$ cat config.mk
export PLATFORM = sky130hd
export DESIGN_NAME = wavhp_dp
export DESIGN_NICKNAME = d
export VERILOG_FILES = /design/src/hdl/wav_header_parser_macros.svh /design/src/hdl/wavhp_pkg.sv /design/src/hdl/wavhp_div.sv /design/src/hdl/wavhp_dp.sv
export SDC_FILE = /design/constraint.sdc
export NUM_CORES = 1
export LEC_CHECK = 0
export BUFFER_PORTS_ARGS = -buffer_cell sky130_fd_sc_hd__buf_2
export CORE_MARGIN = 10
export CORE_UTILIZATION = 42
export DETAILED_ROUTE_END_ITERATION = 12
export SYNTH_ARGS = -nofsm -noshare
export SYNTH_HDL_FRONTEND = slang
export SYNTH_SLANG_ARGS = --single-unit
export TNS_END_PERCENT = 20
$ cat constraint.sdc
create_clock -name clk -period 3.67 [get_ports clk]
set_input_delay 0.1835 -clock clk [delete_from_list [all_inputs] [get_ports clk]]
set_output_delay 0.1835 -clock clk [all_outputs]
set_load 0.005 [all_outputs]
$ cat src/hdl/wav_header_parser_macros.svh
// Assertion macros used by the header parser controller
`ifndef WAV_HEADER_PARSER_MACROS_SVH
`define WAV_HEADER_PARSER_MACROS_SVH

// Condition that holds at every clock edge out of reset
`define WAVHP_ASSERT_ALWAYS(lbl, cond, msg) \
	lbl: assert property (@(posedge clk) disable iff (!arst_n) (cond)) else $error(msg);

// Same-cycle implication
`define WAVHP_ASSERT_IMP(lbl, ante, cons, msg) \
	lbl: assert property (@(posedge clk) disable iff (!arst_n) (ante) |-> (cons)) \
		else $error(msg);

`endif

$ cat src/hdl/wavhp_pkg.sv
// Shared constants, types and decode functions of the WAV header parser
`default_nettype none

package wavhp_pkg;

	localparam int PHASE_W = 5;
	localparam int IDX_W   = 5;

	localparam logic [PHASE_W-1:0] PH_RIFF_ID    = 5'd0;
	localparam logic [PHASE_W-1:0] PH_RIFF_SIZE  = 5'd1;
	localparam logic [PHASE_W-1:0] PH_WAVE_ID    = 5'd2;
	localparam logic [PHASE_W-1:0] PH_FMT_ID     = 5'd3;
	localparam logic [PHASE_W-1:0] PH_FMT_SIZE   = 5'd4;
	localparam logic [PHASE_W-1:0] PH_TAG        = 5'd5;
	localparam logic [PHASE_W-1:0] PH_CHAN       = 5'd6;
	localparam logic [PHASE_W-1:0] PH_RATE       = 5'd7;
	localparam logic [PHASE_W-1:0] PH_AVG        = 5'd8;
	localparam logic [PHASE_W-1:0] PH_ALIGN      = 5'd9;
	localparam logic [PHASE_W-1:0] PH_BITS       = 5'd10;
	localparam logic [PHASE_W-1:0] PH_CBSIZE     = 5'd11;
	localparam logic [PHASE_W-1:0] PH_VALID      = 5'd12;
	localparam logic [PHASE_W-1:0] PH_MASK       = 5'd13;
	localparam logic [PHASE_W-1:0] PH_SUBFMT     = 5'd14;
	localparam logic [PHASE_W-1:0] PH_FIRST_ID   = 5'd15;
	localparam logic [PHASE_W-1:0] PH_FACT_SIZE  = 5'd16;
	localparam logic [PHASE_W-1:0] PH_FACT_LEN   = 5'd17;
	localparam logic [PHASE_W-1:0] PH_CHUNK_ID   = 5'd18;
	localparam logic [PHASE_W-1:0] PH_CHUNK_SIZE = 5'd19;
	localparam logic [PHASE_W-1:0] PH_SKIP       = 5'd20;
	localparam logic [PHASE_W-1:0] PH_DATA_SIZE  = 5'd21;
	localparam logic [PHASE_W-1:0] PH_DONE       = 5'd22;

	localparam logic [3:0] ST_NONE       = 4'd0;
	localparam logic [3:0] ST_FMT_SIZE   = 4'd1;
	localparam logic [3:0] ST_TAG        = 4'd2;
	localparam logic [3:0] ST_CHAN       = 4'd3;
	localparam logic [3:0] ST_RATE       = 4'd4;
	localparam logic [3:0] ST_ALIGN      = 4'd5;
	localparam logic [3:0] ST_BITS       = 4'd6;
	localparam logic [3:0] ST_SUBFMT     = 4'd7;
	localparam logic [3:0] ST_FACT_SIZE  = 4'd8;
	localparam logic [3:0] ST_SKIP_CHUNK = 4'd9;
	localparam logic [3:0] ST_SKIP_FACT  = 4'd10;
	localparam logic [3:0] ST_FACT_SEEN  = 4'd11;

	localparam logic [31:0] TAG_FACT        = 32'h7463_6166;
	localparam logic [31:0] TAG_DATA        = 32'h6174_6164;
	localparam logic [31:0] FMT_SIZE_EXT    = 32'd18;
	localparam logic [31:0] FMT_SIZE_WAVEX  = 32'd40;
	localparam logic [31:0] FACT_BASE_BYTES = 32'd4;

	localparam logic [15:0] FMT_FLOAT   = 16'h0003;
	localparam logic [15:0] FMT_PCM     = 16'h0001;
	localparam logic [15:0] FMT_WAVEX   = 16'hFFFE;
	localparam logic [15:0] SUBFMT_FLOAT = 16'h0003;
	localparam logic [15:0] SUBFMT_PCM   = 16'h0001;
	localparam logic [15:0] BITS_16     = 16'd16;
	localparam logic [15:0] BITS_24     = 16'd24;

	localparam logic [2:0] KIND_FLOAT32     = 3'd0;
	localparam logic [2:0] KIND_PCM16       = 3'd1;
	localparam logic [2:0] KIND_PCM24       = 3'd2;
	localparam logic [2:0] KIND_PCM_OTHER   = 3'd3;
	localparam logic [2:0] KIND_UNSUPPORTED = 3'd4;

	typedef struct packed {
		logic             clear;
		logic             count;
		logic             take;
		logic [IDX_W-1:0] byte_idx;
		logic             word_end;
		logic [3:0]       store;
		logic             skip_dec;
		logic             div_start;
	} cmd_t;

	typedef struct packed {
		logic is_fact;
		logic is_data;
		logic word_zero;
		logic fmt_ext;
		logic fmt_wavex;
		logic fact_long;
		logic skip_last;
		logic div_done;
	} stat_t;

	function automatic logic [IDX_W-1:0] field_len(input logic [PHASE_W-1:0] ph);
		logic [IDX_W-1:0] len;
		unique case (ph) inside
			PH_TAG, PH_CHAN, PH_ALIGN, PH_BITS, PH_CBSIZE, PH_VALID: len = 5'd2;
			PH_SUBFMT: len = 5'd16;
			PH_SKIP:   len = 5'd0;
			default:   len = 5'd4;
		endcase
		return len;
	endfunction

	function automatic logic [2:0] sample_kind(input logic [15:0] tag,
			input logic [15:0] bits, input logic [15:0] subfmt);
		logic [2:0] pcm;
		logic [2:0] kind;
		if (bits == BITS_16) begin
			pcm = KIND_PCM16;
		end else if (bits == BITS_24) begin
			pcm = KIND_PCM24;
		end else begin
			pcm = KIND_PCM_OTHER;
		end
		if (tag == FMT_FLOAT) begin
			kind = KIND_FLOAT32;
		end else if (tag == FMT_PCM) begin
			kind = pcm;
		end else if (tag == FMT_WAVEX && subfmt == SUBFMT_FLOAT) begin
			kind = KIND_FLOAT32;
		end else if (tag == FMT_WAVEX && subfmt == SUBFMT_PCM) begin
			kind = pcm;
		end else begin
			kind = KIND_UNSUPPORTED;
		end
		return kind;
	endfunction

endpackage

`default_nettype wire

$ cat src/hdl/wavhp_div.sv
// Restoring divider, one quotient bit per cycle, for the frame count
`default_nettype none

module wavhp_div (
	input  wire logic        clk,
	input  wire logic        arst_n,
	input  wire logic        start,
	input  wire logic [31:0] dividend,
	input  wire logic [15:0] divisor,
	output logic             done,
	output logic [31:0]      quotient
);

	logic        busy_q;
	logic        done_q;
	logic [4:0]  step_q;
	logic [15:0] rem_q;
	logic [31:0] quo_q;
	logic [15:0] dvs_q;
	logic [16:0] trial;
	logic        fits;

	assign trial = {rem_q, quo_q[31]};
	assign fits  = trial >= {1'b0, dvs_q};

	always_ff @(posedge clk or negedge arst_n) begin
		if (!arst_n) begin
			busy_q <= 1'b0;
			done_q <= 1'b0;
			step_q <= '0;
		end else begin
			done_q <= 1'b0;
			if (start) begin
				busy_q <= 1'b1;
				step_q <= '0;
			end else if (busy_q) begin
				if (step_q == 5'd31) begin
					busy_q <= 1'b0;
					done_q <= 1'b1;
				end
				step_q <= step_q + 5'd1;
			end
		end
	end

	always_ff @(posedge clk) begin
		if (start) begin
			rem_q <= '0;
			quo_q <= dividend;
			dvs_q <= divisor;
		end else if (busy_q) begin
			rem_q <= fits ? 16'(trial - {1'b0, dvs_q}) : trial[15:0];
			quo_q <= {quo_q[30:0], fits};
		end
	end

	assign done     = done_q;
	assign quotient = quo_q;

endmodule

`default_nettype wire

$ cat src/hdl/wavhp_dp.sv
// Datapath: byte assembly, header field registers, skip counter and result register
`default_nettype none

module wavhp_dp (
	input  wire logic                 clk,
	input  wire logic                 arst_n,
	input  wire logic [7:0]           byte_value,
	input  wire wavhp_pkg::cmd_t      cmd,
	output wavhp_pkg::stat_t          stat,
	output logic [15:0]               format_tag,
	output logic [15:0]               channel_count,
	output logic [31:0]               sample_rate,
	output logic [15:0]               block_align,
	output logic [15:0]               bits_per_sample,
	output logic [31:0]               data_size,
	output logic [31:0]               frame_count,
	output logic [31:0]               header_length,
	output logic                      fact_present,
	output logic [2:0]                sample_kind,
	output logic                      zero_block_align
);

	logic [31:0] word_q;
	logic [31:0] fmt_size_q;
	logic [15:0] tag_q;
	logic [15:0] chan_q;
	logic [31:0] rate_q;
	logic [15:0] align_q;
	logic [15:0] bits_q;
	logic [15:0] subfmt_q;
	logic [31:0] skip_q;
	logic [31:0] fact_size_q;
	logic [31:0] count_q;
	logic        fact_seen_q;

	logic [15:0] format_tag_q;
	logic [15:0] channel_count_q;
	logic [31:0] sample_rate_q;
	logic [15:0] block_align_q;
	logic [15:0] bits_per_sample_q;
	logic [31:0] data_size_q;
	logic [31:0] frame_count_q;
	logic [31:0] header_length_q;
	logic        fact_present_q;
	logic [2:0]  sample_kind_q;
	logic        zero_block_align_q;

	logic [31:0] word_base;
	logic [31:0] byte_shift;
	logic [31:0] word_now;
	logic [31:0] count_base;
	logic [31:0] count_inc;
	logic        div_done;
	logic [31:0] quotient;

	assign word_base  = cmd.clear ? '0 : word_q;
	assign byte_shift = (cmd.byte_idx[4:2] == 3'd0) ?
		({24'd0, byte_value} << {cmd.byte_idx[1:0], 3'b000}) : '0;
	assign word_now   = word_base | byte_shift;
	assign count_base = cmd.clear ? '0 : count_q;
	assign count_inc  = (&count_base) ? count_base : count_base + 32'd1;

	always_comb begin
		stat.is_fact   = word_now == wavhp_pkg::TAG_FACT;
		stat.is_data   = word_now == wavhp_pkg::TAG_DATA;
		stat.word_zero = word_now == '0;
		stat.fmt_ext   = fmt_size_q == wavhp_pkg::FMT_SIZE_EXT ||
			fmt_size_q == wavhp_pkg::FMT_SIZE_WAVEX;
		stat.fmt_wavex = fmt_size_q == wavhp_pkg::FMT_SIZE_WAVEX;
		stat.fact_long = fact_size_q > wavhp_pkg::FACT_BASE_BYTES;
		stat.skip_last = skip_q == 32'd1;
		stat.div_done  = div_done;
	end

	always_ff @(posedge clk or negedge arst_n) begin
		if (!arst_n) begin
			word_q      <= '0;
			fmt_size_q  <= '0;
			tag_q       <= '0;
			chan_q      <= '0;
			rate_q      <= '0;
			align_q     <= '0;
			bits_q      <= '0;
			subfmt_q    <= '0;
			skip_q      <= '0;
			fact_size_q <= '0;
			count_q     <= '0;
			fact_seen_q <= 1'b0;
		end else begin
			if (cmd.clear) begin
				word_q      <= '0;
				fmt_size_q  <= '0;
				tag_q       <= '0;
				chan_q      <= '0;
				rate_q      <= '0;
				align_q     <= '0;
				bits_q      <= '0;
				subfmt_q    <= '0;
				skip_q      <= '0;
				fact_size_q <= '0;
				count_q     <= '0;
				fact_seen_q <= 1'b0;
			end
			if (cmd.count) begin
				count_q <= count_inc;
			end
			if (cmd.take) begin
				word_q <= cmd.word_end ? '0 : word_now;
			end
			if (cmd.skip_dec) begin
				skip_q <= skip_q - 32'd1;
			end
			case (cmd.store)
				wavhp_pkg::ST_FMT_SIZE:   fmt_size_q  <= word_now;
				wavhp_pkg::ST_TAG:        tag_q       <= word_now[15:0];
				wavhp_pkg::ST_CHAN:       chan_q      <= word_now[15:0];
				wavhp_pkg::ST_RATE:       rate_q      <= word_now;
				wavhp_pkg::ST_ALIGN:      align_q     <= word_now[15:0];
				wavhp_pkg::ST_BITS:       bits_q      <= word_now[15:0];
				wavhp_pkg::ST_SUBFMT:     subfmt_q    <= word_now[15:0];
				wavhp_pkg::ST_FACT_SIZE:  fact_size_q <= word_now;
				wavhp_pkg::ST_SKIP_CHUNK: skip_q      <= word_now;
				wavhp_pkg::ST_SKIP_FACT:  skip_q      <= fact_size_q - wavhp_pkg::FACT_BASE_BYTES;
				wavhp_pkg::ST_FACT_SEEN:  fact_seen_q <= 1'b1;
				default: ;
			endcase
		end
	end

	always_ff @(posedge clk) begin
		if (cmd.div_start) begin
			format_tag_q       <= tag_q;
			channel_count_q    <= chan_q;
			sample_rate_q      <= rate_q;
			block_align_q      <= align_q;
			bits_per_sample_q  <= bits_q;
			data_size_q        <= word_now;
			header_length_q    <= count_inc;
			fact_present_q     <= fact_seen_q;
			sample_kind_q      <= wavhp_pkg::sample_kind(tag_q, bits_q, subfmt_q);
			zero_block_align_q <= align_q == '0;
		end
		if (div_done) begin
			frame_count_q <= zero_block_align_q ? '0 : quotient;
		end
	end

	wavhp_div u_div (
		.clk      (clk),
		.arst_n   (arst_n),
		.start    (cmd.div_start),
		.dividend (word_now),
		.divisor  (align_q),
		.done     (div_done),
		.quotient (quotient)
	);

	assign format_tag       = format_tag_q;
	assign channel_count    = channel_count_q;
	assign sample_rate      = sample_rate_q;
	assign block_align      = block_align_q;
	assign bits_per_sample  = bits_per_sample_q;
	assign data_size        = data_size_q;
	assign frame_count      = frame_count_q;
	assign header_length    = header_length_q;
	assign fact_present     = fact_present_q;
	assign sample_kind      = sample_kind_q;
	assign zero_block_align = zero_block_align_q;

endmodule

`default_nettype wire

==> results.cfg <==
[global_route]
grt_overflow = 0
track_usage_pct = 19.7
first_global_vias = 16500
antenna_found_initial = 1
grt_pass1_wl_um = 99100
grt_max_degree = 122

[worst_setup_path]
arrival_ps = 3200
critPathCaptureType = primary output
cp_max_fo = 48
critical_path_class = in -> out
cp-start-kind = input pin
cp.required_ps = 3490

[drt]
dr.pass1.iters = 8
vias = 16700
routed_wl_um = 64600
vias_per_cell = 5.53
ant_nets = 0
avgRoutedWirePerCell_um = 21.4
drc = 0
drt-initial-drc-count = 1674

[finish]
drive_gt1_share_pct = 17.1
multi_input_area_um2 = 8200
final_common_cell = dfrtp_1
mostFrequentLayoutCells = 280 x dfrtp_1, 229 x o21ai_0, 229 x edfxtp_1
seq_area_um2 = 14200
fin_nets = 2327
nFillCells = 4827
syn_to_final_growth_pct = 17.4

[floorplan]
fp-row-count = 85
io_pins = 230
start_util_pct = 42.7
core-area_um2 = 54100
fp.dieH_um = 255
die_w_um = 255
dieArea_um2 = 64900

[sta]
layout_min_cycle_time_ps = 3390
hold_viol = 0
finClkSkew_ps = 21.2
post-route-period-util_pct = 92.3
setup_violations = 0
fmax_mhz = 295
grt_setup_unrepaired = false
worstMarginPinSlew_ps = 1300
relSlewSlack_pct = 13.5
tns_ps = 0
drv_slew = 0

[hold_path]
hold_path_class = in -> reg

[logic_synthesis]
yosys_warnings = 0
yosysSeqAreaShare_pct = 61.4
ys_ff_latch = 525
synth_nets = 2098
syn_avg_cell_area_um2 = 11.3
synthFlopType = dfrtp_1
synth_cell_types = 63
syn_inst = 2049
ys_async_sr_fraction_pct = 53.3
synth_area_um2 = 23100
synth_edf_count = 229

[cts]
htree_levels = 2
cts_tree = done
clkSlewWorstSetupHoldPaths_ps = 60
root_buffer = clkbuf_16
cts_buffer_depth = 3
numCtsBuffers = 56
clock_sinks = 525
clock_latency_ps = 630

[power_and_ir_drop]
total_leakage_power_nw = 11.5
p_per_area_nw_per_um2 = 479
peakVddDrop_mv = 0.374
total_power_w = 0.0130

[place]
dp_hpwl_um = 42300
port-buffer-count = 229
gp_congestion = 0.875

[outcome]
status = finished, final reports clean

[flow_run]
maxCapViolCount = 0
-- Yosys cell counts, types with 38 or more instances --
| cell type | number | area share [%] |
|---|---|---|
| a21oi_1 | 147 | 3.2 |
| clkbuf_1 | 117 | 1.9 |
| dfrtp_1 | 280 | 30 |
| edfxtp_1 | 229 | 30 |
| inv_1 | 67 | 1.1 |
| nand2_1 | 89 | 1.4 |
| nand3b_1 | 180 | 5.8 |
| nor2_1 | 135 | 2.2 |
| nor2b_1 | 82 | 2.2 |
| nor4_1 | 38 | 1.0 |
| o21ai_0 | 229 | 5.0 |
| xnor2_1 | 47 | 1.8 |
| xor2_1 | 56 | 2.1 |
-- worst max-delay path, cell delays in order --
cell	delay, ps
dlygate4sd3_1	550
buf_6	360
buf_12	280
nor2b_1	110
a21oi_1	210
buf_4	280
nand2_1	70
or4_1	390
nor4_1	480
buf_2	230
-- what timing repair did --
action / CTS / global route
resized for setup: 0 / 1
buffers inserted: 0 / 0
endpoints found under the hold margin: 143 / 0
endpoints found under the setup margin: 0 / 1
hold buffers: 8 / 0
-- logic make-up (layout without fill, tap and decap cells) --
kind of cell	count (synthesis)	after routing	synth area share [%]
xor+xnor	103	103	3.90
flops	525	525	61.4
buf+inv	196	473	3.27
fa+ha+maj	24	24	1.33
compound gates	445	445	10.5
other cells	0	1	0
mux	22	22	0.974
simple gates	734	734	18.6
-- final timing paths --
kind	start	endpoint	slack, ps	cells after the start
worst max-delay path	cmd[14]	stat[5]	280	10
worst min-delay path	byte_value[7]	word_q[15]	30	3
worst max register to register	skip_q[5]	skip_q[18]	440	8
worst min register to register	chan_q[1]	channel_count[1]	450	0
max in group asynchronous	arst_n	fmt_size_q[28]	2430	3
min in group asynchronous	arst_n	count_q[1]	160	2
-- area by class of cell --
cell class	count	share of cell area, %
Inverter	67	0.926
Tap cell	696	3.21
Multi-Input combinational cell	1328	30.2
Antenna cell	1	0.00922
Sequential cell	525	52.3
Clock inverter	39	1.41
Timing Repair Buffer	300	6.54
Clock buffer	67	5.39
-- power by group --
| group | switching, W | leakage [nW] | internal (W) |
|---|---|---|---|
| Clock | 0.00242 | 0.885 | 0.00322 |
| Combinational | 0.000571 | 4.30 | 0.000335 |
| Sequential | 0.000128 | 6.34 | 0.00631 |
-- stage by stage --
| stage | hold WS, ps | std cells | util, % | area (um^2) | setup slack [ps] |
|---|---|---|---|---|---|
| final | 32.8 | 3023 | 50.1 | 27100 | 284 |
| after floorplan | -112 | 2049 | - | 23100 | 186 |
| after global routing | 24.3 | 3022 | 50.1 | 27100 | 124 |
| after global placement | 294 | 2908 | 46.6 | 25200 | 514 |
| after CTS | 7.31 | 3022 | 50.1 | 27100 | 86.1 |
| after detailed placement | 294 | 2908 | 46.6 | 25200 | 505 |
-- state kept, by name, indices dropped and copies added, names as in the netlist, 16 cells and up --
signal / cells
fact_size_q: 32
data_size: 32
channel_count: 16
frame_count: 32
format_tag: 16
subfmt_q: 16
chan_q: 16
u_div.rem_q: 16
align_q: 16
sample_rate: 32
tag_q: 16
bits_per_sample: 16
u_div.quotient: 32
count_q: 32
word_q: 32
fmt_size_q: 32
u_div.dvs_q: 16
skip_q: 32
bits_q: 16
rate_q: 32
header_length: 32
-- per-layer routing --
layer	global-route usage, %	vias to the layer above	part of all wire (%)	wire [um]
met3	3.53	116	5.6	3640
met2	31.9	501	48	31000
met4	5.59	2	2.6	1670
li1	-	7826	-	-
met5	0	-	0.011	7
met1	26.7	8281	44	28300
No activity file was read; power rests on OpenSTA's default activity.
