`src/hdl/wav_header_parser_macros.svh`:
```
// Assertion macros used by the header parser controller
`ifndef WAV_HEADER_PARSER_MACROS_SVH
`define WAV_HEADER_PARSER_MACROS_SVH

// Condition that holds at every clock edge out of reset
`define WAVHP_ASSERT_ALWAYS(lbl, cond, msg) \
	lbl: assert property (@(posedge clk) disable iff (!arst_n) (cond)) else $error(msg);

// Same-cycle implication
`define WAVHP_ASSERT_IMP(lbl, ante, cons, msg) \
	lbl: assert property (@(posedge clk) disable iff (!arst_n) (ante) |-> (cons)) \
		else $error(msg);

`endif

```
`src/hdl/wavhp_pkg.sv`:
```
// Shared constants, types and decode functions of the WAV header parser
`default_nettype none

package wavhp_pkg;

	localparam int PHASE_W = 5;
	localparam int IDX_W   = 5;

	localparam logic [PHASE_W-1:0] PH_RIFF_ID    = 5'd0;
	localparam logic [PHASE_W-1:0] PH_RIFF_SIZE  = 5'd1;
	localparam logic [PHASE_W-1:0] PH_WAVE_ID    = 5'd2;
	localparam logic [PHASE_W-1:0] PH_FMT_ID     = 5'd3;
	localparam logic [PHASE_W-1:0] PH_FMT_SIZE   = 5'd4;
	localparam logic [PHASE_W-1:0] PH_TAG        = 5'd5;
	localparam logic [PHASE_W-1:0] PH_CHAN       = 5'd6;
	localparam logic [PHASE_W-1:0] PH_RATE       = 5'd7;
	localparam logic [PHASE_W-1:0] PH_AVG        = 5'd8;
	localparam logic [PHASE_W-1:0] PH_ALIGN      = 5'd9;
	localparam logic [PHASE_W-1:0] PH_BITS       = 5'd10;
	localparam logic [PHASE_W-1:0] PH_CBSIZE     = 5'd11;
	localparam logic [PHASE_W-1:0] PH_VALID      = 5'd12;
	localparam logic [PHASE_W-1:0] PH_MASK       = 5'd13;
	localparam logic [PHASE_W-1:0] PH_SUBFMT     = 5'd14;
	localparam logic [PHASE_W-1:0] PH_FIRST_ID   = 5'd15;
	localparam logic [PHASE_W-1:0] PH_FACT_SIZE  = 5'd16;
	localparam logic [PHASE_W-1:0] PH_FACT_LEN   = 5'd17;
	localparam logic [PHASE_W-1:0] PH_CHUNK_ID   = 5'd18;
	localparam logic [PHASE_W-1:0] PH_CHUNK_SIZE = 5'd19;
	localparam logic [PHASE_W-1:0] PH_SKIP       = 5'd20;
	localparam logic [PHASE_W-1:0] PH_DATA_SIZE  = 5'd21;
	localparam logic [PHASE_W-1:0] PH_DONE       = 5'd22;

	localparam logic [3:0] ST_NONE       = 4'd0;
	localparam logic [3:0] ST_FMT_SIZE   = 4'd1;
	localparam logic [3:0] ST_TAG        = 4'd2;
	localparam logic [3:0] ST_CHAN       = 4'd3;
	localparam logic [3:0] ST_RATE       = 4'd4;
	localparam logic [3:0] ST_ALIGN      = 4'd5;
	localparam logic [3:0] ST_BITS       = 4'd6;
	localparam logic [3:0] ST_SUBFMT     = 4'd7;
	localparam logic [3:0] ST_FACT_SIZE  = 4'd8;
	localparam logic [3:0] ST_SKIP_CHUNK = 4'd9;
	localparam logic [3:0] ST_SKIP_FACT  = 4'd10;
	localparam logic [3:0] ST_FACT_SEEN  = 4'd11;

	localparam logic [31:0] TAG_FACT        = 32'h7463_6166;
	localparam logic [31:0] TAG_DATA        = 32'h6174_6164;
	localparam logic [31:0] FMT_SIZE_EXT    = 32'd18;
	localparam logic [31:0] FMT_SIZE_WAVEX  = 32'd40;
	localparam logic [31:0] FACT_BASE_BYTES = 32'd4;

	localparam logic [15:0] FMT_FLOAT   = 16'h0003;
	localparam logic [15:0] FMT_PCM     = 16'h0001;
	localparam logic [15:0] FMT_WAVEX   = 16'hFFFE;
	localparam logic [15:0] SUBFMT_FLOAT = 16'h0003;
	localparam logic [15:0] SUBFMT_PCM   = 16'h0001;
	localparam logic [15:0] BITS_16     = 16'd16;
	localparam logic [15:0] BITS_24     = 16'd24;

	localparam logic [2:0] KIND_FLOAT32     = 3'd0;
	localparam logic [2:0] KIND_PCM16       = 3'd1;
	localparam logic [2:0] KIND_PCM24       = 3'd2;
	localparam logic [2:0] KIND_PCM_OTHER   = 3'd3;
	localparam logic [2:0] KIND_UNSUPPORTED = 3'd4;

	typedef struct packed {
		logic             clear;
		logic             count;
		logic             take;
		logic [IDX_W-1:0] byte_idx;
		logic             word_end;
		logic [3:0]       store;
		logic             skip_dec;
		logic             div_start;
	} cmd_t;

	typedef struct packed {
		logic is_fact;
		logic is_data;
		logic word_zero;
		logic fmt_ext;
		logic fmt_wavex;
		logic fact_long;
		logic skip_last;
		logic div_done;
	} stat_t;

	function automatic logic [IDX_W-1:0] field_len(input logic [PHASE_W-1:0] ph);
		logic [IDX_W-1:0] len;
		unique case (ph) inside
			PH_TAG, PH_CHAN, PH_ALIGN, PH_BITS, PH_CBSIZE, PH_VALID: len = 5'd2;
			PH_SUBFMT: len = 5'd16;
			PH_SKIP:   len = 5'd0;
			default:   len = 5'd4;
		endcase
		return len;
	endfunction

	function automatic logic [2:0] sample_kind(input logic [15:0] tag,
			input logic [15:0] bits, input logic [15:0] subfmt);
		logic [2:0] pcm;
		logic [2:0] kind;
		if (bits == BITS_16) begin
			pcm = KIND_PCM16;
		end else if (bits == BITS_24) begin
			pcm = KIND_PCM24;
		end else begin
			pcm = KIND_PCM_OTHER;
		end
		if (tag == FMT_FLOAT) begin
			kind = KIND_FLOAT32;
		end else if (tag == FMT_PCM) begin
			kind = pcm;
		end else if (tag == FMT_WAVEX && subfmt == SUBFMT_FLOAT) begin
			kind = KIND_FLOAT32;
		end else if (tag == FMT_WAVEX && subfmt == SUBFMT_PCM) begin
			kind = pcm;
		end else begin
			kind = KIND_UNSUPPORTED;
		end
		return kind;
	endfunction

endpackage

`default_nettype wire

```
`src/hdl/wavhp_ctrl.sv`:
```
// Controller: parse phase sequencer, byte handshake and result handshake
`default_nettype none

`include "wav_header_parser_macros.svh"

module wavhp_ctrl (
	input  wire logic             clk,
	input  wire logic             arst_n,
	input  wire logic             in_valid,
	output logic                  in_ready,
	input  wire logic             start_of_file,
	output logic                  out_valid,
	input  wire logic             out_ready,
	input  wire wavhp_pkg::stat_t stat,
	output wavhp_pkg::cmd_t       cmd
);

	logic [wavhp_pkg::PHASE_W-1:0] phase_q;
	logic [wavhp_pkg::PHASE_W-1:0] phase_d;
	logic [wavhp_pkg::IDX_W-1:0]   idx_q;
	logic [wavhp_pkg::IDX_W-1:0]   idx_d;
	logic                          div_busy_q;
	logic                          out_valid_q;

	logic [wavhp_pkg::PHASE_W-1:0] ph_base;
	logic [wavhp_pkg::IDX_W-1:0]   ix_base;
	logic [wavhp_pkg::IDX_W-1:0]   ix_next;
	logic                          acc;

	assign in_ready = !div_busy_q && !(out_valid_q && phase_q == wavhp_pkg::PH_DATA_SIZE);
	assign acc      = in_valid && in_ready;
	assign ph_base  = start_of_file ? wavhp_pkg::PH_RIFF_ID : phase_q;
	assign ix_base  = start_of_file ? '0 : idx_q;
	assign ix_next  = ix_base + 5'd1;

	always_comb begin
		cmd      = '0;
		phase_d  = phase_q;
		idx_d    = idx_q;
		if (acc) begin
			cmd.clear = start_of_file;
			phase_d   = ph_base;
			idx_d     = ix_base;
			if (ph_base == wavhp_pkg::PH_SKIP) begin
				cmd.count    = 1'b1;
				cmd.skip_dec = 1'b1;
				if (stat.skip_last) begin
					phase_d = wavhp_pkg::PH_CHUNK_ID;
				end
			end else if (ph_base != wavhp_pkg::PH_DONE) begin
				cmd.count    = 1'b1;
				cmd.take     = 1'b1;
				cmd.byte_idx = ix_base;
				if (ix_next == wavhp_pkg::field_len(ph_base)) begin
					cmd.word_end = 1'b1;
					idx_d        = '0;
					unique case (ph_base)
						wavhp_pkg::PH_FMT_SIZE: begin
							cmd.store = wavhp_pkg::ST_FMT_SIZE;
							phase_d   = wavhp_pkg::PH_TAG;
						end
						wavhp_pkg::PH_TAG: begin
							cmd.store = wavhp_pkg::ST_TAG;
							phase_d   = wavhp_pkg::PH_CHAN;
						end
						wavhp_pkg::PH_CHAN: begin
							cmd.store = wavhp_pkg::ST_CHAN;
							phase_d   = wavhp_pkg::PH_RATE;
						end
						wavhp_pkg::PH_RATE: begin
							cmd.store = wavhp_pkg::ST_RATE;
							phase_d   = wavhp_pkg::PH_AVG;
						end
						wavhp_pkg::PH_ALIGN: begin
							cmd.store = wavhp_pkg::ST_ALIGN;
							phase_d   = wavhp_pkg::PH_BITS;
						end
						wavhp_pkg::PH_BITS: begin
							cmd.store = wavhp_pkg::ST_BITS;
							phase_d   = stat.fmt_ext ? wavhp_pkg::PH_CBSIZE :
								wavhp_pkg::PH_FIRST_ID;
						end
						wavhp_pkg::PH_CBSIZE: begin
							phase_d = stat.fmt_wavex ? wavhp_pkg::PH_VALID :
								wavhp_pkg::PH_FIRST_ID;
						end
						wavhp_pkg::PH_SUBFMT: begin
							cmd.store = wavhp_pkg::ST_SUBFMT;
							phase_d   = wavhp_pkg::PH_FIRST_ID;
						end
						wavhp_pkg::PH_FIRST_ID: begin
							if (stat.is_fact) begin
								cmd.store = wavhp_pkg::ST_FACT_SEEN;
								phase_d   = wavhp_pkg::PH_FACT_SIZE;
							end else if (stat.is_data) begin
								phase_d = wavhp_pkg::PH_DATA_SIZE;
							end else begin
								phase_d = wavhp_pkg::PH_CHUNK_SIZE;
							end
						end
						wavhp_pkg::PH_FACT_SIZE: begin
							cmd.store = wavhp_pkg::ST_FACT_SIZE;
							phase_d   = wavhp_pkg::PH_FACT_LEN;
						end
						wavhp_pkg::PH_FACT_LEN: begin
							if (stat.fact_long) begin
								cmd.store = wavhp_pkg::ST_SKIP_FACT;
								phase_d   = wavhp_pkg::PH_SKIP;
							end else begin
								phase_d = wavhp_pkg::PH_CHUNK_ID;
							end
						end
						wavhp_pkg::PH_CHUNK_ID: begin
							phase_d = stat.is_data ? wavhp_pkg::PH_DATA_SIZE :
								wavhp_pkg::PH_CHUNK_SIZE;
						end
						wavhp_pkg::PH_CHUNK_SIZE: begin
							if (stat.word_zero) begin
								phase_d = wavhp_pkg::PH_CHUNK_ID;
							end else begin
								cmd.store = wavhp_pkg::ST_SKIP_CHUNK;
								phase_d   = wavhp_pkg::PH_SKIP;
							end
						end
						wavhp_pkg::PH_DATA_SIZE: begin
							cmd.div_start = 1'b1;
							phase_d       = wavhp_pkg::PH_DONE;
						end
						default: begin
							phase_d = ph_base + 5'd1;
						end
					endcase
				end else begin
					idx_d = ix_next;
				end
			end
		end
	end

	always_ff @(posedge clk or negedge arst_n) begin
		if (!arst_n) begin
			phase_q     <= wavhp_pkg::PH_RIFF_ID;
			idx_q       <= '0;
			div_busy_q  <= 1'b0;
			out_valid_q <= 1'b0;
		end else begin
			phase_q <= phase_d;
			idx_q   <= idx_d;
			if (cmd.div_start) begin
				div_busy_q <= 1'b1;
			end else if (stat.div_done) begin
				div_busy_q <= 1'b0;
			end
			if (stat.div_done) begin
				out_valid_q <= 1'b1;
			end else if (out_ready) begin
				out_valid_q <= 1'b0;
			end
		end
	end

	assign out_valid = out_valid_q;

	`WAVHP_ASSERT_IMP(a_start_idle, cmd.div_start, !div_busy_q && !out_valid_q, "divide started while busy")
	`WAVHP_ASSERT_IMP(a_done_busy, stat.div_done, div_busy_q, "divide done without a start")
	`WAVHP_ASSERT_IMP(a_result_from_div, $rose(out_valid_q), $past(div_busy_q), "result without divide")
	`WAVHP_ASSERT_ALWAYS(a_idx_range, idx_q < 5'd16, "field byte index out of range")

endmodule

`default_nettype wire
```
`config.mk`:
```
export PLATFORM = sky130hd
export DESIGN_NAME = wavhp_ctrl
export DESIGN_NICKNAME = d
export VERILOG_FILES = /design/src/hdl/wavhp_pkg.sv /design/src/hdl/wavhp_ctrl.sv
export VERILOG_INCLUDE_DIRS = /design/src /design/src/hdl
export SDC_FILE = /design/constraint.sdc
export NUM_CORES = 1
export LEC_CHECK = 0
export BUFFER_PORTS_ARGS = -buffer_cell sky130_fd_sc_hd__buf_4
export CAP_MARGIN = 20
export CORE_MARGIN = 1
export CORE_UTILIZATION = 50
export DETAILED_ROUTE_END_ITERATION = 7
export GPL_TIMING_DRIVEN = 0
export PLACE_DENSITY = 0.77
export SLEW_MARGIN = 40
export SYNTH_ARGS = -nofsm -noshare
export SYNTH_HDL_FRONTEND = slang
export SYNTH_SLANG_ARGS = --single-unit
```
`constraint.sdc`:
```
create_clock -name clk -period 3.4 [get_ports clk]
set_clock_uncertainty 0.2 [all_clocks]
set_input_delay 0.68 -clock clk [delete_from_list [all_inputs] [get_ports clk]]
set_output_delay 0.68 -clock clk [all_outputs]
set_load 0.1 [all_outputs]
```
==> results.txt, run 1 <==
- The flow ran to the end, but the final reports show violations.
- Failing checks: setup timing
- Of the available clock period, the critical path in the final layout requires 1.089.
- The die is 56.13 um tall.
* Number of clock sinks: 12
- After synthesis the netlist holds a flip-flop and latch count of 12.
* Count of flip-flops with a built-in enable after synthesis: 0
* Vias after detailed routing: 1706
- Counting I/O delays and the setup requirement, the final critical path takes 3.702 ns.
- Counting the buffers created by CTS gives 3.
- After technology mapping, the gate count stands at 195.
- Core ar.: 2758 um2
* Worst endpoint required time: 2.52 ns
- Mapped Nets: 210
- Routed WL per cell: 16.51 um
* Area of the die: 3151 um2
- Pwr Total: 406.9 uW
* Count of warnings emitted by yosys: 0
* Yosys cell types: 58
- Pleak: 0.8118 nW
- For this run, the total global-route usage over all layers was measured as 0.2897.
- Relative to the synthesized area, the layout overhead comes to 39.37%.
* First-pass GRT wire length: 7320 um
* Die boundary width: 56.13 um
- At the end of routability-driven placement, the weighted congestion stood at 0.9576.
* Clk buf depth: 2
* Top achievable clock speed: 0.2701 GHz
- Path type of the worst setup path: input port to output port
- CTS tree: yes
* Number of design rule violations left after detail routing: 0
- In the routed layout, each cell is associated on average with a via count of 6.366.
- Number of ports placed on the die boundary: 30
- The initial antenna violation count came to 0.
* Max cap viols: 0
- The root buffer cell chosen for the clock tree is sky130_fd_sc_hd__clkbuf_4.
- At the pin with the least slew margin, the transition time is 0.5589 ns.
- For the worst-skew pair, the clock arrives at the later sink with an insertion delay of 0.28 ns.
- In the post-route analysis, the smallest setup slack over all paths is -0.3023 ns.
- Setup repair after global routing could not meet its margin everywhere.
* Post-synth top area cell: sky130_fd_sc_hd__dfrtp_1
* Antenna diode instance count: 0
- Endpoint type of the worst setup path: output port
* Post-synthesis average cell area: 7.514 um2
- IO Port Bufs: 29
* Largest net degree at the start of global routing: 13
- In this run the power density over the cells is 199.3 nW/um2.
* Count of pins over their slew limit: 0
- Number of nets in the final layout: 254
- The path class of the tightest hold or removal check is input port to asynchronous set/reset pin.
- The floorplan has 19 rows.
- Clock-pin slew on the worst setup and hold paths: 0.07 ns
- STA classifies the critical path startpoint as an input port.
- The finished cells cover 2042 um2.
- Of all flip-flops after synthesis, the portion carrying an async set or reset was 1.000.
* Proportion of netlist area held by the largest area contributor: 0.2050
- Peak supply drop: 0.0003970 V
- Top FF cell, synth: sky130_fd_sc_hd__dfrtp_1
- Number of levels in the clock H-tree: 1
- The number of global-route vias before repair is 1582.
- Max FO, Critical Path: 4
- Total count of hold-check failures in the final report: 0
* Detailed Route Iter0 Violations: 118
- Once layout is complete, the utilization of the core stands at 0.7405.
* Post-CTS Hold Buffers: 0
- Total wirelength of the detailed-routed design: 4426 um
- Signal arrival time at the worst endpoint: 2.82 ns
* Number of detailed-routing iterations run before antenna repair: 5
- In this run the tightest slew margin relative to its limit is 0.6242.
* Area post-placement: 1831 um2
- Most area-consuming cells after synthesis: sky130_fd_sc_hd__dfrtp_1 20%, sky130_fd_sc_hd__nor2b_1 6.0%, sky130_fd_sc_hd__o21ai_0 5.5%
- Congestion Overflow GR: 0
- Post-synthesis sequential area ratio: 0.2050
* Count of final setup violators: 6
* Number of cells on the worst reg-to-reg path: 9
- Effective utilization at floorplan: 0.5313
- HPWL after DPL: 3377 um
- Ratio of cells with drive above 1 in the final layout: 0.3207
- Residual antenna-violating net count after detailed routing: 0
* Mapped cell area: 1465 um2
cells in the final DEF (no fill, tap or decap), types with 6 or more instances in the layout:
| cell type | synthesis | routed |
|---|---|---|
| sky130_fd_sc_hd__a21oi_1 | 8 | 6 |
| sky130_fd_sc_hd__and2_1 | 6 | 6 |
| sky130_fd_sc_hd__buf_12 | 0 | 6 |
| sky130_fd_sc_hd__buf_4 | 2 | 33 |
| sky130_fd_sc_hd__dfrtp_1 | 12 | 12 |
| sky130_fd_sc_hd__inv_1 | 7 | 6 |
| sky130_fd_sc_hd__nand2_1 | 20 | 20 |
| sky130_fd_sc_hd__nand3_1 | 8 | 7 |
| sky130_fd_sc_hd__nor2_1 | 16 | 14 |
| sky130_fd_sc_hd__nor2b_1 | 14 | 11 |
| sky130_fd_sc_hd__o21ai_0 | 16 | 16 |
final timing paths:
path                              endpoint  slack [ns]          start
worst max-delay path                cmd[3]       -0.30  start_of_file
worst min-delay path              idx_q[4]        0.02         arst_n
worst max register to register  phase_q[2]        0.34     phase_q[1]
worst min register to register    idx_q[4]        0.39       idx_q[4]
max in group asynchronous       div_busy_q        2.82         arst_n
min in group clk                  idx_q[4]        0.39       idx_q[4]
layout make-up:
| class | instances | area, um2 |
|---|---|---|
| buffer | 11 | 63.81 |
| clock buffer | 3 | 22.52 |
| fill | 212 | 715.7 |
| inverter | 7 | 30.03 |
| multi-input combinational | 164 | 1196 |
| sequential | 12 | 300.3 |
| tap | 31 | 38.79 |
| timing repair buffer | 40 | 390.4 |
flip-flops by register name (all words and copies together), names as in the netlist:
signal,cells
phase_q,5
out_valid,1
div_busy_q,1
idx_q,5
worst max-delay path, stage by stage:
cell and delay (ns):
sky130_fd_sc_hd__buf_8 0.11, sky130_fd_sc_hd__buf_8 0.12, sky130_fd_sc_hd__nor2b_4 0.12, sky130_fd_sc_hd__ha_4 0.16
sky130_fd_sc_hd__nand3_2 0.08, sky130_fd_sc_hd__mux2_4 0.34, sky130_fd_sc_hd__nor4bb_4 0.29, sky130_fd_sc_hd__a2bb2oi_2 0.10
sky130_fd_sc_hd__a21o_4 0.23, sky130_fd_sc_hd__a21o_4 0.21, sky130_fd_sc_hd__a31oi_4 0.18, sky130_fd_sc_hd__buf_12 0.20
what timing repair did:
action | in CTS | in global routing
gates resized for setup | 24 | 4
endpoints found under the setup margin | 6 | 6
buffers inserted | 7 | 4
hold endpoints to repair | 0 | 0
pin swaps | 5 | 4
power breakdown:
part	internal, mW	leakage (nW)	switching (mW)
Combinational	0.0629	0.639	0.0977
Sequential	0.151	0.159	0.0124
Clock	0.0409	0.0138	0.0422
Total	0.255	0.812	0.152
Yosys cell counts, drive strengths merged (3+ instances only):
cell type	n
and3	3
a21o	5
nand2b	5
nor2	16
nor3b	4
dfrtp	12
o31ai	3
nor3	4
inv	7
nand2	20
o2bb2ai	3
nand3	8
buf	10
a21oi	9
xor2	3
o21ai	16
and2	6
nor2b	14
a31oi	4
a311oi	3
per-layer routing:
layer  part of all wire  track usage  up-vias
met4              0.017      0.06272        0
met3              0.088      0.03256       11
met1               0.44       0.4213      799
met2               0.46       0.4626       87
met5                  0            0        -
li1                   -            -      809
cell families after synthesis:
| family | Yosys count | synth area share |
|---|---|---|
| compound gates | 61 | 0.3185 |
| xor+xnor | 4 | 0.02392 |
| fa+ha+maj | 2 | 0.01708 |
| buf+inv | 19 | 0.05722 |
| flops | 12 | 0.2050 |
| mux | 2 | 0.01793 |
| simple gates | 95 | 0.3604 |
stage by stage:
stage	instances	setup WS (ns)	TNS (ns)	hold slack, ns
detailed placement	255	-0.7353	-3.552	0.3229
finish	268	-0.3023	-1.415	0.02339
global placement	255	-0.6906	-3.316	0.3070
floorplan	195	-0.5905	-2.869	0.1844
global route	268	-0.3673	-1.789	0.02343
CTS	265	-0.3924	-1.898	0.02684
No activity file was read; power rests on OpenSTA's default activity.
==> inputs of run 2 (changes only) <==
--- a/config.mk
+++ b/config.mk
@@ -8,11 +8,14 @@
 export LEC_CHECK = 0
 export BUFFER_PORTS_ARGS = -buffer_cell sky130_fd_sc_hd__buf_4
 export CAP_MARGIN = 20
+export CORE_ASPECT_RATIO = 1.75
 export CORE_MARGIN = 1
 export CORE_UTILIZATION = 50
+export CTS_CLUSTER_SIZE = 20
 export DETAILED_ROUTE_END_ITERATION = 7
 export GPL_TIMING_DRIVEN = 0
 export PLACE_DENSITY = 0.77
+export RECOVER_POWER = 25
 export SLEW_MARGIN = 40
 export SYNTH_ARGS = -nofsm -noshare
 export SYNTH_HDL_FRONTEND = slang
==> run 2 against run 1 <==
Compared with the run above: largest cell class unchanged; critical path depth did not move; cell count is 1.5% lower; total power grew 18%; worst setup slack lost 0.012 ns; design area increased by 0.61%; sequential power about the same; sequential cell count unchanged; utilization grew 0.59 points; non-clock buffer count down 1; global-route usage is 5.5 points higher; the flow still finishes with violations (setup timing).
==> results.txt, run 2 (same netlist as run 1, synthesis figures left out) <==
* Antenna diode instance count: 0
- Congestion Overflow GR: 0
* Number of levels in the clock H-tree: 1
* Root Buffer Master: sky130_fd_sc_hd__clkbuf_8
- In the layout the commonest cells are 32 x sky130_fd_sc_hd__buf_4, 20 x sky130_fd_sc_hd__nand2_1, 16 x sky130_fd_sc_hd__o21ai_0, 14 x sky130_fd_sc_hd__nor2_1.
- The number of global-route vias before repair came to 1767.
* Post-CTS Hold Buffers: 0
- The count of final hold-check violations was 0.
- The first global-routing pass estimated 8224 um of wire.
- Pleak: 0.8147 nW
- CTS tree: yes
- Max-slew headroom at the worst pin: 0.5662
* Top achievable clock speed: 0.2692 GHz
- Signal arrival time at the worst endpoint: 2.83 ns
- The critical path goes through buf_8, buf_8, nor2b_1, ha_2, nand3_2, mux2_4, nor4bb_4, a2bb2oi_2, a21o_4, a21o_4, a31oi_4, buf_12.
* Number of antenna violations at the first check in global routing: 0
* Post-layout worst setup margin: -0.3141 ns
- In this run the tool buffered the top-level ports with 29 buffer cells.
- VDD sags by at most 0.0001631 V.
- Path type of the worst setup path: input port to output port
- TritonCTS Buffers: 3
- In the final timing run, aggregate negative setup slack is -1.485 ns.
- Max FO, Critical Path: 4
* Count of pins over their slew limit: 0
* HPWL after DPL: 3892 um
- For the pin with the worst max-slew slack, the measured transition is 0.6507 ns.
- The die is 42.92 um wide.
- CTS saw 12 sinks.
- Worst slack at placement: -0.7252 ns
- Unrepaired setup endpoints after global routing: true
- In this run the worst hold path is classified as input port to asynchronous set/reset pin.
- For this run, the detailed router's first-pass iteration total came to 4.
* Number of nets in the final layout: 253
- Post-Route Utilization: 0.7464
* Global-route usage over all layers: 0.3445
* Detailed Route Iter0 Violations: 62
- Clk buf depth: 2
- Row generation in the floorplan step produced 25 rows.
- In this run the remaining antenna-violating nets after routing total 0.
* Failing checks: setup timing
* CP max stage delay: 0.35 ns
* Area of the die: 3159 um2
- Dividing total power by cell area gives a power density of 233.8 nW/um2.
* Leading cell type in the layout, fill and taps excluded: sky130_fd_sc_hd__buf_4
* Tmin final: 3.714 ns
- From synthesis to final layout, the design area changed by 40.22%.
- Run status: finished, violations left
* Number of design rule violations left after detail routing: 0
- Height of the die: 73.61 um
- Max-cap violations in this run came to 0.
- Setup violations remaining at the end of the flow were counted as 6.
* Pwr Total: 480.4 uW
* Average vias per placed instance: 6.617
- The worst setup path is captured at an output port.
- RD Place Congestion: 0.9176
* Core ar.: 2753 um2
- Worst-skew pair later-pin latency: 0.24 ns
- The final layout contains routed wiring with a total length of 5164 um.
- For the worst setup path, the data required time is 2.52 ns.
* Effective utilization at floorplan: 0.5323
* Number of ports placed on the die boundary: 30
* Hold slack: 0.2359 ns
- The worst setup path is launched from an input port.
- The slowest stage of the critical path is the sky130_fd_sc_hd__mux2_4 cell.
* Routed WL per cell: 19.56 um
- Vias after detailed routing: 1747
- Largest net degree at the start of global routing: 13
* Final cycle utilization of the critical path: 1.092
* Largest registers: idx_q: 5 flops, phase_q: 5 flops
- Of the cells placed in the final design, the portion with a size suffix greater than 1 is 0.3207.
- Clock-pin slew on the worst setup and hold paths: 0.05 ns
-- run 2: cell types whose count changed in the layout (fill, tap and decap cells not counted), sizes merged --
cell    before  now
clkbuf       5    7
buf         49   47
-- run 2: stage by stage --
step	instance area, um2	instances
2_1_floorplan	1574	195
3_3_place_gp	1826	251
3_5_place_dp	1826	251
4_1_cts	2047	264
5_1_grt	2054	264
6_report	2054	264
-- run 2: what timing repair did --
item,in CTS,in global routing
setup endpoints to repair,6,6
buffers inserted,9,1
gates resized for setup,23,5
pin swaps,4,4
hold endpoints to repair,0,0
-- run 2: path summary, 6_finish.rpt --
| kind | startpoint | to | slack (ns) | cells after the start |
|---|---|---|---|---|
| min in group clk | idx_q[4] | idx_q[4] | 0.38 | 2 |
| hold reg to reg | idx_q[4] | idx_q[4] | 0.38 | 2 |
| max in group asynchronous | arst_n | idx_q[0] | 2.35 | 1 |
| hold / removal | arst_n | idx_q[1] | 0.24 | 1 |
| setup / recovery | start_of_file | cmd[3] | -0.31 | 12 |
| setup reg to reg | phase_q[1] | phase_q[2] | 0.24 | 9 |
-- run 2: worst max-delay path: cells and delay by family --
family / cells / cell delay (ns)
mux: 1 / 0.35
fa+ha+maj: 1 / 0.20
compound gates: 4 / 0.71
simple gates: 3 / 0.47
buf+inv: 3 / 0.42
-- run 2: area by class of cell --
class                           instances  area [um2]
Fill cell                             222       698.2
Inverter                                7       30.03
Clock buffer                            4       55.05
Sequential cell                        12       300.3
Timing Repair Buffer                   39       375.4
Tap cell                               27       33.78
Multi-Input combinational cell        164        1196
Buffer                                 11       63.81
-- run 2: power breakdown --
group | total (mW) | leakage (nW) | switching (mW) | internal, mW
Clock | 0.158 | 0.0288 | 0.0552 | 0.103
Combinational | 0.160 | 0.627 | 0.0986 | 0.0610
Sequential | 0.163 | 0.159 | 0.0122 | 0.151
Total | 0.480 | 0.815 | 0.166 | 0.314
-- run 2: layer usage --
metal | wire, um | global-route usage | share of wire | up-vias
met5 | 0 | 0 | 0 | -
met4 | 240 | 0.1944 | 0.046 | 0
met3 | 247 | 0.02211 | 0.048 | 23
met2 | 2879 | 0.6599 | 0.56 | 90
met1 | 1797 | 0.3535 | 0.35 | 827
li1 | - | - | - | 807
